### config.mk
export PLATFORM = sky130hd
export DESIGN_NAME = mls_front
export DESIGN_NICKNAME = d
export VERILOG_FILES = /design/src/rtl/core/mls_pkg.sv /design/src/rtl/core/mls_front.sv
export SDC_FILE = /design/constraint.sdc
export NUM_CORES = 1
export LEC_CHECK = 0
export ABC_AREA = 1
export BUFFER_PORTS_ARGS = -buffer_cell sky130_fd_sc_hd__clkbuf_2
export CORE_MARGIN = 4
export CORE_UTILIZATION = 28
export DETAILED_ROUTE_END_ITERATION = 10
export PLACE_DENSITY = 0.88
export RECOVER_POWER = 25
export SLEW_MARGIN = 25
export SYNTH_ARGS = -nofsm -noshare
export SYNTH_HDL_FRONTEND = slang
export SYNTH_SLANG_ARGS = --single-unit
### constraint.sdc
create_clock -name vclk -period 2.92
set_input_delay 0.876 -clock vclk [all_inputs]
set_output_delay 0.876 -clock vclk [all_outputs]
set_load 0.02 [all_outputs]
### src/rtl/core/mls_pkg.sv
// Package: sizes, codes and command word shared by the list store modules.
`timescale 1ns / 1ps
`default_nettype none
package mls_pkg;
	localparam int NUM_LISTS  = 10;
	localparam int MAX_CAP    = 16;
	localparam int DATA_WIDTH = 32;

	localparam int IDX_W  = (NUM_LISTS > 1) ? $clog2(NUM_LISTS) : 1;
	localparam int CNT_W  = $clog2(MAX_CAP + 1);
	localparam int DEPTH  = NUM_LISTS * MAX_CAP;
	localparam int ADDR_W = (DEPTH > 1) ? $clog2(DEPTH) : 1;

	localparam logic [2:0] F_CREATE = 3'd0;
	localparam logic [2:0] F_APPEND = 3'd1;
	localparam logic [2:0] F_DROP   = 3'd2;
	localparam logic [2:0] F_DELETE = 3'd3;
	localparam logic [2:0] F_RESIZE = 3'd4;
	localparam logic [2:0] F_COUNT  = 3'd5;
	localparam logic [2:0] F_READ   = 3'd6;
	localparam logic [2:0] F_SORTED = 3'd7;

	localparam logic [3:0] ST_OK        = 4'd0;
	localparam logic [3:0] ST_BAD_POS   = 4'd1;
	localparam logic [3:0] ST_EXISTS    = 4'd2;
	localparam logic [3:0] ST_NO_MEM    = 4'd3;
	localparam logic [3:0] ST_BAD_SIZE  = 4'd4;
	localparam logic [3:0] ST_FULL      = 4'd5;
	localparam logic [3:0] ST_NO_LIST   = 4'd6;
	localparam logic [3:0] ST_EMPTY     = 4'd7;
	localparam logic [3:0] ST_NOT_FOUND = 4'd8;
	localparam logic [3:0] ST_BAD_NEW   = 4'd9;

	typedef struct packed {
		logic                  bad_pos;
		logic [2:0]            func;
		logic [IDX_W-1:0]      idx;
		logic signed [6:0]     amount;
		logic [DATA_WIDTH-1:0] value;
	} cmd_t;

	function automatic logic [ADDR_W-1:0] elem_addr(input logic [IDX_W-1:0] idx,
			input logic [CNT_W-1:0] i);
		return ADDR_W'(idx) * ADDR_W'(MAX_CAP) + ADDR_W'(i);
	endfunction
endpackage
`default_nettype wire

### src/rtl/core/mls_front.sv
// Front end: takes input words, checks the list number and builds commands.
`timescale 1ns / 1ps
`default_nettype none
module mls_front import mls_pkg::*; (
	input  wire logic        in_valid,
	output logic             in_ready,
	input  wire logic [2:0]  func,
	input  wire logic [3:0]  list_position,
	input  wire logic signed [6:0]  amount,
	input  wire logic signed [31:0] value,
	output logic             push,
	output cmd_t             cmd,
	input  wire logic        q_full
);
	logic             bad;
	logic [DATA_WIDTH-1:0] wv;

	always_comb begin
		bad = (list_position == 4'd0) || (int'(list_position) > NUM_LISTS);
		for (int b = 0; b < DATA_WIDTH; b++) begin
			wv[b] = (b < 32) ? value[(b < 32) ? b : 31] : value[31];
		end
		cmd.bad_pos = bad;
		cmd.func    = func;
		cmd.idx     = bad ? '0 : IDX_W'(list_position - 4'd1);
		cmd.amount  = amount;
		cmd.value   = wv;
	end

	assign in_ready = !q_full;
	assign push     = in_valid && !q_full;
endmodule
`default_nettype wire

==> flow_summary.toml <==
[outcome]
status = "completed"

[final_layout]
clkbuf_count = 0
seqCellArea_sq_um = 0
n_sequential_cell = 0
drive_gt1_frac = 0.439
utilization = 0.151
area_growth_pct = -50.5
fin_nets = 94
num_antenna_cells = 0

[clock_network]
ctsResizeCount = 0
hold_buffers = 0
cts_setup_buffers = 0

[worst_setup_path]
worstSetupPathType = "primary input to output port"
cp.required_ns = 2.04
crit_chain = "clkbuf_2 > inv_1 > ha_1 > inv_1 > nand2_1 > nand2_1 > nand2_1 > inv_2 > nor2_2 > clkbuf_2"
end_kind = "output port"
critical_path.most_common_cell = "nand2_1"
worstSetupStartpointType = "primary input"
critPathMaxStageDelay_ns = 0.17
cp_slowest_cell = "ha_1"
arrival_ns = 1.78
cp_max_fo = 5

[drt]
remaining_drc_errors = 0
antenna_left = 0
drtIter0Drc = 4
drtPass1Iterations = 4
totalWireLength_um = 699
via_per_inst = 4.30
vias = 245
post_drt_wl_per_cell_um = 12.3

[hold_path]
hold_start = "value[10]"
min_path_type = "primary input to output port"
hold_end = "cmd[10]"
hold_depth = 0

[sta]
worst_pin_slew_ns = 0.161
maxSlewViolCount = 0
hold_viol_final = 0
period_needed_ns = 2.66
rsz0062_at_grt = "false"
fmaxAchievable_ghz = 0.376
fin_crit_sh = 0.910
setup_ws_ns = 0.263
slew_headroom = 0.892
setup_tns_ns = 0
finalSetupViolations = 0

[place]
hpwl_um = 625
place.gp.congestion = 0.659
portBuffers = 13
post-place-ws_ns = 0.267

[global_route]
antenna_found_initial = 0
grt-ovfl-total = 0
grt_pass1_wl_mm = 1.15
grt_pass1_vias = 252
track_usage = 0.0549
grt_max_degree = 6

[floorplan]
core-area_sq_um = 1540
die-area_sq_um = 2400
die_w_um = 49.0
start_util = 0.305
io_pins = 97
fp.dieH_um = 49.0
rows = 14

[pwr]
p_total_uw = 39.6
leakage_nw = 0.156
ir_drop_mv = 0.0263
pwr_density_cell_nw_per_um2 = 170

[synth]
syn_area_sq_um = 470
yosysSeqAreaShare = 0
syn_area_per_cell_sq_um = 6.63
synth_most_common_cell = "buf_4"
yosys.cell_types.count = 9
syn_inst = 71
syn_nets = 122
synth_common_cells = "buf_4, nand2_1, inv_1"
yosys-top-cells-area = "buf_4, ha_1, nand2_1"
synth_top_area_share = 0.686
yosysTopAreaCell = "buf_4"
yosysWarnings = 0

[run]
drv_cap = 0
==> through the flow <==
step	cell area, sq um	hold WS (ns)	instances
after CTS	233	1.75	57
after global routing	233	1.75	57
after detailed placement	233	1.75	57
after global placement	233	1.75	57
final	233	1.75	57
after floorplan	470	1.80	71
==> area by class of cell <==
type | count | area [sq um]
multi-input cells | 20 | 118
inverters | 8 | 30.0
repair buffers | 13 | 65.1
fillers | 187 | 1310
well taps | 16 | 20.0
==> power breakdown <==
| part | switching (mW) | internal (mW) | leakage, nW | total (mW) |
|---|---|---|---|---|
| Clock | 0 | 0 | 0 | 0 |
| Combinational | 0.0253 | 0.0143 | 0.156 | 0.0396 |
| Sequential | 0 | 0 | 0 | 0 |
==> per-layer routing <==
metal,global-route usage,vias up,routed length (um)
li1,-,106,-
met1,0.0399,90,192
met2,0.0783,33,239
met3,0.0581,16,208
met4,0.0493,0,58
met5,0,-,0
==> kinds of logic after synthesis <==
group / Yosys count / synth area share
buffers and inverters: 51 / 0.750
and+or+nand+nor: 16 / 0.152
adders and majority gates: 3 / 0.0798
xor gates and xnor gates: 1 / 0.0186
==> cells in the final DEF, fill, tap and decap left out <==
master     n
nor2_2     4
nand3_1    1
xnor2_1    1
inv_2      1
ha_1       3
nand2_1    8
clkbuf_2  13
inv_1      7
nor2_1     3
==> critical path, delay by kind of cell <==
kind	cells	cell delay (ns)
simple gates	4	0.23
buf+inv	5	0.50
fa+ha+maj	1	0.17
==> worst max-delay path by stage <==
| stage | startpoint | to | slack (ns) | cells after the start |
|---|---|---|---|---|
| floorplan | list_position[0] | cmd[39] | 0.48 | 8 |
| global placement | list_position[0] | cmd[42] | 0.30 | 10 |
| detailed placement | list_position[0] | cmd[41] | 0.27 | 10 |
| CTS | list_position[0] | cmd[41] | 0.26 | 10 |
| global route | list_position[0] | cmd[41] | 0.11 | 10 |
| finish | list_position[0] | cmd[42] | 0.26 | 10 |
(Power assumes the default switching activity.)
