==> config.mk <==
export PLATFORM = sky130hd
export DESIGN_NAME = mls_queue
export DESIGN_NICKNAME = d
export VERILOG_FILES = /design/src/rtl/core/mls_pkg.sv /design/src/rtl/core/mls_queue.sv
export SDC_FILE = /design/constraint.sdc
export NUM_CORES = 1
export LEC_CHECK = 0
export BUFFER_PORTS_ARGS = -buffer_cell sky130_fd_sc_hd__buf_2
export CORE_ASPECT_RATIO = 1.4
export CORE_MARGIN = 2
export CORE_UTILIZATION = 45
export CTS_CLUSTER_SIZE = 24
export DETAILED_ROUTE_END_ITERATION = 16
export PLACE_DENSITY = 0.7
export SLEW_MARGIN = 20
export SYNTH_ARGS = -nofsm -noshare
export SYNTH_HDL_FRONTEND = slang
export SYNTH_SLANG_ARGS = --single-unit
==> constraint.sdc <==
create_clock -name clk -period 6.7 [get_ports clk]
set_clock_uncertainty 0.05 [all_clocks]
set_input_delay 1.005 -clock clk [delete_from_list [all_inputs] [get_ports clk]]
set_output_delay 1.005 -clock clk [all_outputs]
set_load 0.05 [all_outputs]
==> src/rtl/core/mls_pkg.sv <==
// Package: sizes, codes and command word shared by the list store modules.
`timescale 1ns / 1ps
`default_nettype none
package mls_pkg;
	localparam int NUM_LISTS  = 10;
	localparam int MAX_CAP    = 16;
	localparam int DATA_WIDTH = 32;

	localparam int IDX_W  = (NUM_LISTS > 1) ? $clog2(NUM_LISTS) : 1;
	localparam int CNT_W  = $clog2(MAX_CAP + 1);
	localparam int DEPTH  = NUM_LISTS * MAX_CAP;
	localparam int ADDR_W = (DEPTH > 1) ? $clog2(DEPTH) : 1;

	localparam logic [2:0] F_CREATE = 3'd0;
	localparam logic [2:0] F_APPEND = 3'd1;
	localparam logic [2:0] F_DROP   = 3'd2;
	localparam logic [2:0] F_DELETE = 3'd3;
	localparam logic [2:0] F_RESIZE = 3'd4;
	localparam logic [2:0] F_COUNT  = 3'd5;
	localparam logic [2:0] F_READ   = 3'd6;
	localparam logic [2:0] F_SORTED = 3'd7;

	localparam logic [3:0] ST_OK        = 4'd0;
	localparam logic [3:0] ST_BAD_POS   = 4'd1;
	localparam logic [3:0] ST_EXISTS    = 4'd2;
	localparam logic [3:0] ST_NO_MEM    = 4'd3;
	localparam logic [3:0] ST_BAD_SIZE  = 4'd4;
	localparam logic [3:0] ST_FULL      = 4'd5;
	localparam logic [3:0] ST_NO_LIST   = 4'd6;
	localparam logic [3:0] ST_EMPTY     = 4'd7;
	localparam logic [3:0] ST_NOT_FOUND = 4'd8;
	localparam logic [3:0] ST_BAD_NEW   = 4'd9;

	typedef struct packed {
		logic                  bad_pos;
		logic [2:0]            func;
		logic [IDX_W-1:0]      idx;
		logic signed [6:0]     amount;
		logic [DATA_WIDTH-1:0] value;
	} cmd_t;

	function automatic logic [ADDR_W-1:0] elem_addr(input logic [IDX_W-1:0] idx,
			input logic [CNT_W-1:0] i);
		return ADDR_W'(idx) * ADDR_W'(MAX_CAP) + ADDR_W'(i);
	endfunction
endpackage
`default_nettype wire

==> src/rtl/core/mls_queue.sv <==
// Two-entry command queue between front and back.
`timescale 1ns / 1ps
`default_nettype none
module mls_queue import mls_pkg::*; (
	input  wire logic clk,
	input  wire logic arst_n,
	input  wire logic push,
	input  cmd_t      push_cmd,
	output logic      full,
	input  wire logic pop,
	output logic      not_empty,
	output cmd_t      head
);
	cmd_t ent_q [2];
	logic wp_q, rp_q;
	logic [1:0] cnt_q;

	assign full      = cnt_q == 2'd2;
	assign not_empty = cnt_q != 2'd0;
	assign head      = ent_q[rp_q];

	always_ff @(posedge clk or negedge arst_n) begin
		if (!arst_n) begin
			wp_q  <= 1'b0;
			rp_q  <= 1'b0;
			cnt_q <= 2'd0;
		end else begin
			if (push) wp_q <= !wp_q;
			if (pop)  rp_q <= !rp_q;
			cnt_q <= cnt_q + 2'(push) - 2'(pop);
		end
	end

	always_ff @(posedge clk) begin
		if (push) ent_q[wp_q] <= push_cmd;
	end
endmodule
`default_nettype wire

==> run summary <==
Peak Freq -> 333.0 MHz
VDD IR-drop max -> 0.3737 mV
DP Area -> 4275 um2
Slew headroom -> 0.5388
run status -> finished clean
FP Rows -> 39
initial core utilization -> 0.4558
die area -> 8903 um2
Buffers on Ports -> 99
P&R area growth vs syn -> 24.24%
drt drc -> 0
#FFs+latches synth -> 98
Internal -> 1380 uW
post-CTS setup buffers -> 0
HPWL after detailed placement -> 3827 um
routed wire length -> 5782 um
worst setup path start -> rp_q
critical path class -> reg2out
syn_area_per_cell -> 22.79 um2
Leakage -> 0.001806 uW
clock share of power -> 0.208
Flop pwr share -> 0.376
clock buffer depth -> 2
DIE WIDTH -> 80.32 um
final core utilization -> 0.5663
Tmin final -> 3.003 ns
H-tree depth -> 3
clk sinks -> 98
total grt overflow -> 0
Synth Cell Area -> 3670 um2
Sw Ratio -> 0.3913
drt first-iter violations -> 77
pins over their slew limit -> 0
Hold-fix buffers, CTS -> 0
Core Footprint -> 8051 um2
Critical R2R Launch -> wp_q
WP data required -> 5.64 ns
GR Util All Layers -> 0.1398
Clock Latency Late Sink -> 0.33 ns
most frequent cells in the layout -> buf_2, edfxtp_1, mux2_2, mux2_4, clkbuf_16
Num CTS Buffers -> 9
RSZ-0062 raised after global routing -> false
DIE HEIGHT -> 110.9 um
Yosys top cell area share -> 0.7692
power per cell area -> 497.3 nW/um2
Post-Syn Instances -> 161
sequential share of the synthesized area -> 0.7965
Hold Vio Cnt, Final -> 0
Worst Setup Start Kind -> register
routed length per instance -> 15.42 um
final net count -> 321
I/O pins -> 100
crit end category -> primary output
Combinational Power Share -> 0.416
Synth cell types -> 13
share of cells above drive strength 1 -> 0.6081
largest area contributor in the netlist -> edfxtp_1
Via Count -> 1775
Hold Path Class -> in2async
Synth area leaders -> edfxtp_1, mux2_2, mux2_4, dfrtp_1, buf_6
commonest non-fill, non-tap cell in the layout -> buf_2
CTS tree -> built
crit share post-route -> 0.4482
number of diodes -> 0
initial antenna violation count -> 0
Worst-path clk slew -> 0.06 ns
Ys Warns -> 0
Root Driver -> clkbuf_16
max-cap violation count -> 0
largest net degree at the start of global routing -> 48
Arr. time, crit path -> 1.95 ns
RePlAce Congestion -> 0.6788
final instance area -> 4559 um2
global-route wire length before repair -> 9080 um
# setup viols final -> 0
Routed Antenna Nets -> 0
Psw -> 887.3 uW
syn_nets -> 214
First-pass DRT Iterations -> 4
post-CTS sizing -> 0
post-route setup TNS -> 0 ns
vias in the first global route -> 1877
Design Power -> 2267 uW
Worst-Margin Slew -> 0.6903 ns
Max FO, Critical Path -> 45
vias per cell -> 4.733
## cell usage after synthesis (all sizes together)
| cell | n |
|---|---|
| dfrtp | 4 |
| xor3 | 1 |
| edfxtp | 94 |
| ha | 2 |
| buf | 5 |
| xor2 | 2 |
| nor2b | 2 |
| and2 | 1 |
| inv | 2 |
| mux2 | 47 |
| or2 | 1 |
## power by group through the flow
| stage | logic, uW | clock network, uW | registers [uW] |
|---|---|---|---|
| floorplan | 794 | 0 | 857 |
| global placement | 954 | 0 | 860 |
| detailed placement | 959 | 0 | 866 |
| CTS | 960 | 485 | 853 |
| global route | 990 | 508 | 865 |
| finish | 944 | 472 | 852 |
## cell type report
type | count | area, um2
fill | 661 | 3492
clock buffer | 14 | 274.0
inverter | 2 | 7.507
sequential | 98 | 2924
multi-input combinational | 56 | 705.7
clock inverter | 2 | 10.01
tap | 102 | 127.6
timing repair buffer | 101 | 510.5
## cell families after synthesis
family,count (synthesis),share of synthesized area
XOR/XNOR,3,0.01125
multiplexers,47,0.1647
buffers and inverters,7,0.01398
AND/OR/NAND/NOR,4,0.006821
adder cells (fa/ha/maj),2,0.006818
flip-flops,98,0.7965
## state kept, by name, summed over array words and instances, names as in the netlist
register / count
ent_q: 94
wp_q: 1
rp_q: 1
cnt_q: 2
## per-layer routing
layer | up-vias | track usage | wire length (um)
met2 | 58 | 0.2311 | 3182
met1 | 860 | 0.1615 | 2154
met3 | 11 | 0.03013 | 287
met4 | 0 | 0.08814 | 157
li1 | 846 | - | -
met5 | - | 0 | 0
## through the flow
| stage | cells | setup WS, ns | hold WS (ns) |
|---|---|---|---|
| 2_1_floorplan | 161 | 3.099 | 0.4055 |
| 3_3_place_gp | 359 | 4.034 | 0.4386 |
| 6_report | 375 | 3.697 | 0.4224 |
| 5_1_grt | 375 | 3.583 | 0.4170 |
| 3_5_place_dp | 359 | 4.015 | 0.4416 |
| 4_1_cts | 375 | 3.657 | 0.4147 |
## worst paths after layout
path	endpoint	cells after the start	slack, ns
max	head[5]	3	3.70
min	cnt_q[1]	1	0.42
max reg2reg	ent_q[0][27]	2	4.85
min reg2reg	rp_q	1	0.45
max in group asynchronous	rp_q	1	6.04
min in group clk	rp_q	1	0.45
## worst max-delay path, cell delays in order, from the launching register on
cell     delay (ns)
dfrtp_2        0.39
buf_4          0.58
mux2_2         0.42
buf_2          0.21
No activity file was read; power rests on OpenSTA's default activity.
